### src/design/ttcw_pkg.sv
// ----------------------------------------------------------------------------
// ttcw_pkg
// types and constants shared by the text terminal cell writer
// ----------------------------------------------------------------------------
package ttcw_pkg;

   localparam int SCREEN_COLUMNS_DEFAULT = 80;
   localparam int SCREEN_ROWS_DEFAULT    = 25;

   localparam int CHAR_W  = 8;
   localparam int COLOUR_W = 8;
   localparam int ADDR_W  = 11;
   localparam int CELL_W  = 16;
   localparam int ROW_W   = 5;
   localparam int COL_W   = 7;
   localparam int CNT_W   = 3;
   localparam int CSR_ADDR_W = 3;
   localparam int CSR_DATA_W = 32;

   localparam logic [CHAR_W-1:0] CHAR_TAB     = 8'd9;
   localparam logic [CHAR_W-1:0] CHAR_NEWLINE = 8'd10;
   localparam logic [CHAR_W-1:0] CHAR_SPACE   = 8'd32;

   localparam int TAB_SPACES = 5;
   localparam logic [CNT_W-1:0] TAB_CELLS = CNT_W'(TAB_SPACES + 1);

   localparam logic [COLOUR_W-1:0] COLOUR_RESET = 8'd31;

   // register index as seen on paddr[2]
   localparam logic CSR_CELL_COLOUR = 1'b0;

   // one accepted character, ready to be spread into cell words
   typedef struct packed {
      logic [ADDR_W-1:0] addr;
      logic [CHAR_W-1:0] char_code;
      logic [CNT_W-1:0]  count;
   } job_type;

endpackage

### src/design/ttcw_cursor.sv
// ----------------------------------------------------------------------------
// ttcw_cursor
// cursor tracking: line wrap, row advance and cell count per character
// ----------------------------------------------------------------------------
module ttcw_cursor #(
   parameter int SCREEN_COLUMNS = ttcw_pkg::SCREEN_COLUMNS_DEFAULT,
   parameter int SCREEN_ROWS    = ttcw_pkg::SCREEN_ROWS_DEFAULT
) (
   input  logic                        clock,
   input  logic                        reset,
   input  logic                        take,
   input  logic [ttcw_pkg::CHAR_W-1:0] char_code,
   output ttcw_pkg::job_type           job
);
   import ttcw_pkg::*;

   localparam int LIMIT  = SCREEN_COLUMNS * SCREEN_ROWS;
   localparam int FULL_W = $clog2(LIMIT + 8);

   logic [ROW_W-1:0]  row_ff, row_in;
   logic [COL_W-1:0]  col_ff, col_in;
   logic [FULL_W-1:0] base_ff, base_in;   // row_ff * SCREEN_COLUMNS

   logic              is_nl, is_tab, wrap, row_last;
   logic [COL_W-1:0]  col_use;
   logic [FULL_W-1:0] addr_full, room;
   logic [CNT_W-1:0]  want;

   always_comb begin
      is_nl    = (char_code == CHAR_NEWLINE);
      is_tab   = (char_code == CHAR_TAB);
      wrap     = is_nl || (col_ff >= COL_W'(SCREEN_COLUMNS));
      row_last = (row_ff >= ROW_W'(SCREEN_ROWS - 1));

      if (wrap) begin
         row_in  = row_last ? '0 : row_ff + ROW_W'(1);
         base_in = row_last ? '0 : base_ff + FULL_W'(SCREEN_COLUMNS);
         col_use = '0;
      end else begin
         row_in  = row_ff;
         base_in = base_ff;
         col_use = col_ff;
      end

      if (is_nl)       want = '0;
      else if (is_tab) want = TAB_CELLS;
      else             want = CNT_W'(1);

      // cursor is always on screen here, so room is at least one
      addr_full = base_in + FULL_W'(col_use);
      room      = FULL_W'(LIMIT) - addr_full;
      col_in    = col_use + COL_W'(want);

      job.addr      = ADDR_W'(addr_full);
      job.char_code = char_code;
      job.count     = (room < FULL_W'(want)) ? CNT_W'(room) : want;
   end

   always_ff @(posedge clock) begin
      if (reset) begin
         row_ff  <= '0;
         col_ff  <= '0;
         base_ff <= '0;
      end else if (take) begin
         row_ff  <= row_in;
         col_ff  <= col_in;
         base_ff <= base_in;
      end
   end

endmodule

### src/design/text_terminal_cell_writer.sv
// ----------------------------------------------------------------------------
// text_terminal_cell_writer
// turns a character stream into 16-bit cell writes for a text screen
// ----------------------------------------------------------------------------
// usage
//   req channel: one character word per handshake (req_valid high, req_stall
//   low). rsp channel: one cell write word per handshake, with the linear
//   address, the cell (colour byte over character byte) and last_write on
//   the final word of a character. a newline yields no word; a tab yields
//   five spaces and then the tab code; cells beyond the screen end are
//   dropped while the cursor still moves.
//   an accepted character passes the job register, then the output register.
//   plain text flows at one character a cycle while rsp is not stalled; a tab
//   holds the input until its last word, since the single output register
//   drains one word a cycle from the job register unless rsp stalls.
//   a stalled rsp word holds, and the input stalls once the job register
//   cannot hand its last word over in that cycle.
//   reset clears the cursor to row 0, column 0, empties both stages and sets
//   the colour register to 31. the user writes the colour register over the
//   apb port at byte address 0 only while idle; the block does not enforce it.
// ----------------------------------------------------------------------------
module text_terminal_cell_writer #(
   parameter int SCREEN_COLUMNS = ttcw_pkg::SCREEN_COLUMNS_DEFAULT,
   parameter int SCREEN_ROWS    = ttcw_pkg::SCREEN_ROWS_DEFAULT
) (
   input  logic                            clock,
   input  logic                            reset,
   // character input
   input  logic                            req_valid,
   output logic                            req_stall,
   input  logic [ttcw_pkg::CHAR_W-1:0]     req_char_code,
   // cell write output
   output logic                            rsp_valid,
   input  logic                            rsp_stall,
   output logic [ttcw_pkg::ADDR_W-1:0]     rsp_write_address,
   output logic [ttcw_pkg::CELL_W-1:0]     rsp_cell_value,
   output logic                            rsp_last_write,
   // register port
   input  logic                            psel,
   input  logic                            penable,
   input  logic                            pwrite,
   input  logic [ttcw_pkg::CSR_ADDR_W-1:0] paddr,
   input  logic [ttcw_pkg::CSR_DATA_W-1:0] pwdata,
   output logic [ttcw_pkg::CSR_DATA_W-1:0] prdata,
   output logic                            pready
);
   import ttcw_pkg::*;

   // colour register
   logic [COLOUR_W-1:0] colour_ff;

   // job register: the character whose words are being sent
   logic                job_valid_ff, job_valid_in;
   logic [ADDR_W-1:0]   job_addr_ff, job_addr_in;
   logic [CHAR_W-1:0]   job_char_ff, job_char_in;
   logic                job_tab_ff, job_tab_in;
   logic [CNT_W-1:0]    job_left_ff, job_left_in;
   logic [COLOUR_W-1:0] job_colour_ff, job_colour_in;

   // output register
   logic                rsp_valid_ff, rsp_valid_in;
   logic [ADDR_W-1:0]   rsp_addr_ff, rsp_addr_in;
   logic [CELL_W-1:0]   rsp_cell_ff, rsp_cell_in;
   logic                rsp_last_ff, rsp_last_in;

   logic    out_free, emit, job_done, take, csr_write;
   job_type new_job;

   ttcw_cursor #(
      .SCREEN_COLUMNS (SCREEN_COLUMNS),
      .SCREEN_ROWS    (SCREEN_ROWS)
   ) u_cursor (
      .clock     (clock),
      .reset     (reset),
      .take      (take),
      .char_code (req_char_code),
      .job       (new_job)
   );

   // handshake control
   always_comb begin
      out_free  = !rsp_valid_ff || !rsp_stall;
      emit      = job_valid_ff && out_free;
      job_done  = emit && (job_left_ff == CNT_W'(1));
      req_stall = job_valid_ff && !job_done;
      take      = req_valid && !req_stall;
   end

   // job register next state
   always_comb begin
      job_valid_in  = job_valid_ff;
      job_addr_in   = job_addr_ff;
      job_char_in   = job_char_ff;
      job_tab_in    = job_tab_ff;
      job_left_in   = job_left_ff;
      job_colour_in = job_colour_ff;
      if (take) begin
         // a newline leaves a zero count and loads no valid job
         job_valid_in  = (new_job.count != '0);
         job_addr_in   = new_job.addr;
         // a tab cut short by the screen end keeps only its spaces
         if ((new_job.char_code == CHAR_TAB) && (new_job.count != TAB_CELLS)) begin
            job_char_in = CHAR_SPACE;
         end else begin
            job_char_in = new_job.char_code;
         end
         job_tab_in    = (new_job.char_code == CHAR_TAB);
         job_left_in   = new_job.count;
         job_colour_in = colour_ff;
      end else if (job_done) begin
         job_valid_in = 1'b0;
      end else if (emit) begin
         job_addr_in = job_addr_ff + ADDR_W'(1);
         job_left_in = job_left_ff - CNT_W'(1);
      end
   end

   // output register next state
   always_comb begin
      rsp_valid_in = rsp_valid_ff;
      rsp_addr_in  = rsp_addr_ff;
      rsp_cell_in  = rsp_cell_ff;
      rsp_last_in  = rsp_last_ff;
      if (emit) begin
         rsp_valid_in = 1'b1;
         rsp_addr_in  = job_addr_ff;
         // tab padding spaces come first, the tab code goes last
         if (job_tab_ff && (job_left_ff != CNT_W'(1))) begin
            rsp_cell_in = {job_colour_ff, CHAR_SPACE};
         end else begin
            rsp_cell_in = {job_colour_ff, job_char_ff};
         end
         rsp_last_in = (job_left_ff == CNT_W'(1));
      end else if (out_free) begin
         rsp_valid_in = 1'b0;
      end
   end

   // control state
   always_ff @(posedge clock) begin
      if (reset) begin
         job_valid_ff <= 1'b0;
         rsp_valid_ff <= 1'b0;
      end else begin
         job_valid_ff <= job_valid_in;
         rsp_valid_ff <= rsp_valid_in;
      end
   end

   // payload, no reset needed
   always_ff @(posedge clock) begin
      job_addr_ff   <= job_addr_in;
      job_char_ff   <= job_char_in;
      job_tab_ff    <= job_tab_in;
      job_left_ff   <= job_left_in;
      job_colour_ff <= job_colour_in;
      rsp_addr_ff   <= rsp_addr_in;
      rsp_cell_ff   <= rsp_cell_in;
      rsp_last_ff   <= rsp_last_in;
   end

   // register port: single colour register, no wait states
   assign pready    = 1'b1;
   assign csr_write = psel && penable && pwrite && pready;

   always_ff @(posedge clock) begin
      if (reset) begin
         colour_ff <= COLOUR_RESET;
      end else if (csr_write && (paddr[2] == CSR_CELL_COLOUR)) begin
         colour_ff <= pwdata[COLOUR_W-1:0];
      end
   end

   always_comb begin
      prdata = '0;
      if (paddr[2] == CSR_CELL_COLOUR) begin
         prdata = CSR_DATA_W'(colour_ff);
      end
   end

   assign rsp_valid         = rsp_valid_ff;
   assign rsp_write_address = rsp_addr_ff;
   assign rsp_cell_value    = rsp_cell_ff;
   assign rsp_last_write    = rsp_last_ff;

endmodule

### config.mk
export PLATFORM = sky130hd
export DESIGN_NAME = text_terminal_cell_writer
export DESIGN_NICKNAME = d
export VERILOG_FILES = /design/src/design/ttcw_pkg.sv /design/src/design/ttcw_cursor.sv /design/src/design/text_terminal_cell_writer.sv
export SDC_FILE = /design/constraint.sdc
export NUM_CORES = 1
export LEC_CHECK = 0
export BUFFER_PORTS_ARGS = -buffer_cell sky130_fd_sc_hd__clkbuf_2
export CAP_MARGIN = 20
export CELL_PAD_IN_SITES_DETAIL_PLACEMENT = 0
export CELL_PAD_IN_SITES_GLOBAL_PLACEMENT = 1
export CORE_MARGIN = 4
export CORE_UTILIZATION = 45
export CTS_CLUSTER_SIZE = 16
export DETAILED_ROUTE_END_ITERATION = 12
export PLACE_DENSITY_LB_ADDON = 0.12
export SLEW_MARGIN = 20
export SYNTH_ARGS = -nofsm -noshare
export SYNTH_HDL_FRONTEND = slang
export SYNTH_HIERARCHICAL = 1
export SYNTH_SLANG_ARGS = --single-unit
### constraint.sdc
create_clock -name clock -period 11.6 [get_ports clock]
set_clock_uncertainty 0.05 [all_clocks]
set_input_delay 0.58 -clock clock [delete_from_list [all_inputs] [get_ports clock]]
set_output_delay 0.58 -clock clock [all_outputs]
set_load 0.02 [all_outputs]
-- After elaboration in Yosys (flattened, before gate mapping)
Cells that the tools add are included.
Widths: inputs -> output; s select.
- output and inout bits: 63
- flip-flop bits (word level): 92
- reduce and logical (&&, ||, !) cells: 21
- multiplexer cells: 18
- $lt $le $gt $ge: 3
- add/subtract/negate cells: 7
- equal/unequal tests: 6
- bitwise gates (word level): 1
- operators with widths (cell ; count):
    $mux 11 ; 5
    $mux 3 ; 6
    $eq 8x4->1 const B ; 2
    $add 11x1->11 const B ; 1
    $add 11x7->11 ; 1
    $add 11x7->11 const B ; 1
    $lt 11x3->1 ; 1
    $sub 11x11->11 const A ; 1
    $logic_and 1x1->1 ; 9
    $mux 8 ; 1
    $add 7x3->7 ; 1
    $ge 7x7->1 const B ; 1
    $mux 7 ; 1
    $reduce_bool 2->1 ; 3
    $add 5x1->5 const B ; 1
    $ge 5x5->1 const B ; 1
    $mux 5 ; 1
    $logic_not 1->1 ; 4
    $mux 1 ; 4
    $reduce_and 2->1 ; 2
    $eq 3x1->1 const B ; 1
    $ne 3x1->1 const B ; 1
    $ne 3x3->1 const B ; 1
    $reduce_bool 3->1 ; 1
    other kinds (4) ; 5

-- Longest topological paths before layout
- depth in word-level cells: 10
- mapped depth: 19

-- Cells and area by module
The synthesis kept the hierarchy.
- by module, submodules not included (module ; sequential area each (um2) ; instances ; area each (um2) ; cells an instance):
    text_terminal_cell_writer ; 1971.9 ; 1 ; 2976.6 ; 216
    ttcw_cursor ; 460.4 ; 1 ; 1984.4 ; 238

-- Worst setup path after synthesis
No wires, ideal clock.
- path type: input to register
- from: in req_char_code[7] (netlist name)
- to: reg job_char_ff[5] (data pin)
- cell stages on the path: 17
- required time: 11289 ps
- arrival time: 4951 ps
- slack: 6338 ps
- setup time: 261 ps
- cells stage by stage: or4b_4 -> o41a_4 -> clkbuf_1 -> nor2_1 -> nor2b_1 -> ha_1 -> and3_1 -> a2111o_1 -> a21o_1 -> a21oi_1 -> xor2_1 -> nor4bb_1 -> o2111ai_2 -> mux2_1 -> nand3b_1 -> nand2_1 -> or2b_2
- RTL lines (what ; line ; RTL):
    start, declared ; text_terminal_cell_writer.sv:31 ; input logic [ttcw_pkg::CHAR_W-1:0] req_char_code,
    end signal, assigned ; text_terminal_cell_writer.sv:153 ; job_char_ff <= job_char_in;
    end, declared ; text_terminal_cell_writer.sv:55 ; logic [CHAR_W-1:0] job_char_ff, job_char_in;

==> metrics.sh <==
OUTCOME='finished clean'
DRIVE_ABOVE_1_SHARE_PCT=21.22
CTSHTREEMAXLEVEL=3
TIMING.CRITICAL_PATH.TO_TYPE='register'
FINAL_CELL_MIX='61 x clkbuf_2, 59 x edfxtp_1, 40 x nand2_1'
ROUTED_VIA_DENSITY=4.969
FINAL.PERIOD_UTILIZATION_PCT=45.61
IOS=113
DP.FINAL_HPWL_MM=6.761
FLOORPLAN.DIE.WIDTH_UM=113.0
RSZ_0062_RAISED_AFTER_GLOBAL_ROUTING='false'
SYNTH.YOSYS.WARNINGS=6
CLK_PIN_SLEW_WORST_PATHS_NS=0.10
IR_WORST_VDD_uV=58.81
ROW_COUNT=38
SEQ_AREA_FRAC_SYNTH_PCT=49.03
CTS_SINKS=92
FINALHOLDVIOLATIONS=0
FIRST_PASS_GRT_WIRE_LENGTH_MM=14.90
POST_SYNTHESIS_CELL_AREA_MM2=0.004961
REGAREA_MM2=0.002432
TIMING.CRITICAL_PATH.REQUIRED_NS=11.67
CRITICAL_PATH.STARTPOINT='req_char_code[7]'
GRT_ANTENNA_BEFORE_REPAIR=0
WORSTHOLDSTART='job_colour_ff[3]$_DFFE_PP_'
FMAX_MHz=189.0
HOLD_BUFFERS=0
SYN-MEAN-INSTANCE-AREA_UM2=10.93
DRT_FIRST_PASS_ITERS=4
DIE_Y_UM=113.0
POST_CTS_RESIZE_COUNT=0
FIN_SETUP_TNS_NS=0
CRITPATHARRIVALTIME_NS=5.36
STARTING_DENSITY_PCT=45.97
GP_CONGESTION=0.7378
SYN_TO_FINAL_GROWTH_PCT=9.533
MAX_CAP_VIOLATIONS=0
PIN_COUNT_OF_THE_BIGGEST_NET_ENTERING_GLOBAL_ROUTING=33
ANTENNA_CELLS=0
WORST_SETUP_PATH_START_KIND='primary input'
TRITONCTS_CLOCK_TREE='done'
DESIGN.CORE.AREA_MM2=0.01079
CTS.PATH.MAX_BUFFERS=2
SYNTH_CELLS=454
GRT_OVERFLOW=0
INITIALDRTVIOLATIONCOUNT=96
SYNTH_ENABLE_FLOP_CELLS=59
R2R_SETUP_SLACK_NS=6.59
SYNTH-MAIN-FF-CELL='edfxtp_1'
CTSROOTBUFFERMASTER='clkbuf_8'
LAYOUT.CELLS.MOST_COMMON='clkbuf_2'
LAYOUT.FILLER_CELLS=1017
FINALWORSTPATHREQUIREDPERIOD_NS=5.291
TIMING.CRITICAL_PATH.FANOUT_MAX=17
HOLD_PATH.CLASS='register to register'
YS_TYPES=65
YS_FF_LATCH=92
FINALCOREUTILIZATION_PCT=50.35
TIMING.SETUP.CRITICAL_PATH_CLASS='primary input to register'
POWER.LEAKAGE_nW=2.258
SETUP_VIOLS_FINAL=0
PWR_DENSITY_CELL_mW_PER_MM2=137.7
SLEW_VIOLATIONS=0
WORST_SKEW_PAIR.LATE_LATENCY_NS=0.36
DETAILROUTE.VIA_COUNT=3225
DRT-WIRELENGTH-PER-CELL_UM=13.96
NUMBER_OF_CTS_INSERTED_BUFFERS=9
ANTENNA_VIOL_NETS_FINAL=0
DIE_AREA_MM2=0.01277
FIRST_GLOBAL_VIAS=3089
TOTALWIRELENGTH_MM=9.060
CTS_SETUP_BUFFERS=0
TIMING.MAX_SLEW.REL_SLACK_PCT=61.12
GLOBALROUTETOTALUTIL_PCT=14.58
FINALHOLDWORSTSLACK_NS=0.3773
TIGHTEST_SLEW_NS=0.5770
POSTSYNTH.ASYNCRESETSHARE_PCT=0
PORT-BUFFER-COUNT=61
FINALNETCOUNT=575
MULTIINPUTGATEAREA_MM2=0.002260
REG2REG_FROM='u_cursor/col_ff[4]$_SDFFE_PP0P_'
DRC_ERRORS=0
==> metrics by stage <==
stage	cell area (um^2)	instances	setup WS [ns]	total power, mW
after CTS	5434	649	6.268	0.7580
after global placement	5240	633	5.970	0.5376
after floorplan	5047	477	6.338	0.5125
after global routing	5434	649	5.867	0.7844
final	5434	649	6.309	0.7485
after detailed placement	5240	633	5.888	0.5412
==> critical path, cell delays in order <==
cell       delay [ns]
clkbuf_2         0.10
or4b_4           0.57
o41a_4           0.47
nor2_1           0.24
nor2b_1          0.09
ha_1             0.21
fa_1             0.53
inv_1            0.05
ha_1             0.29
ha_1             0.29
a21boi_1         0.12
o21ai_0          0.15
nand2b_1         0.09
nor4bb_1         0.36
o2111ai_2        0.25
mux2_1           0.41
nand3b_1         0.17
nand2_1          0.09
or2b_2           0.29
==> state kept, by name, indices dropped and copies added (netlist names), 3 cells and up <==
name / flops
colour_ff: 8
job_addr_ff: 11
job_char_ff: 8
job_colour_ff: 8
job_left_ff: 3
rsp_cell_value: 16
rsp_write_address: 11
u_cursor/base_ff: 11
u_cursor/col_ff: 7
u_cursor/row_ff: 5
==> cell type report <==
type	instances	area share (%)
clock buffers	11	2.418
clock inverters	5	1.151
flip-flops and latches	92	44.76
multi-input cells	325	41.58
repair buffers	64	6.033
well taps	140	3.224
inverters	12	0.8289
==> power breakdown <==
part	internal [mW]	switching [mW]	total [mW]
Sequential	0.388	0.0173	0.405
Combinational	0.0508	0.0761	0.127
Clock	0.101	0.115	0.217
==> final timing paths <==
path	end	depth (start not counted)
worst min register to register	rsp_cell_value[11]$_DFFE_PP_	0
worst min-delay path	rsp_cell_value[11]$_DFFE_PP_	0
worst max-delay path	job_char_ff[5]$_SDFFCE_PP1P_	19
worst max register to register	job_char_ff[5]$_SDFFCE_PP1P_	16
==> routing by layer <==
metal / vias to the layer above / share of wire (%) / global-route usage, %
met2: 66 / 48 / 24.09
li1: 1641 / - / -
met3: 12 / 3.7 / 2.299
met5: - / 0 / 0
met4: 0 / 1.6 / 6.010
met1: 1506 / 46 / 19.13
==> synthesized netlist by cell type (7+ instances only) <==
cell type / instances / area (um^2)
edfxtp_1: 59 / 1772
nand2_1: 40 / 150.1
buf_4: 33 / 247.7
dfxtp_1: 33 / 660.6
nor2_1: 24 / 90.09
and2_1: 23 / 143.9
a21oi_1: 19 / 95.09
ha_1: 19 / 237.7
nor2b_1: 15 / 93.84
xor2_1: 15 / 131.4
nand3_1: 14 / 70.07
o21ai_0: 14 / 70.07
inv_1: 12 / 45.04
xnor2_1: 12 / 105.1
clkbuf_1: 11 / 41.29
mux2_4: 9 / 135.1
nor3_1: 9 / 45.04
nand3b_1: 7 / 52.55
==> cell families (layout without fill, tap and decap cells) <==
logic type / count (synthesis) / after routing / share of synthesized area, %
simple gates: 166 / 166 / 18.61
flops: 92 / 92 / 49.03
compound gates: 64 / 64 / 8.752
buf+inv: 60 / 92 / 7.213
xor+xnor: 28 / 28 / 5.095
fa+ha+maj: 21 / 21 / 5.599
mux: 21 / 21 / 5.548
other cells: 2 / 25 / 0.1514
Note: power is estimated with default switching activity, not from simulation.
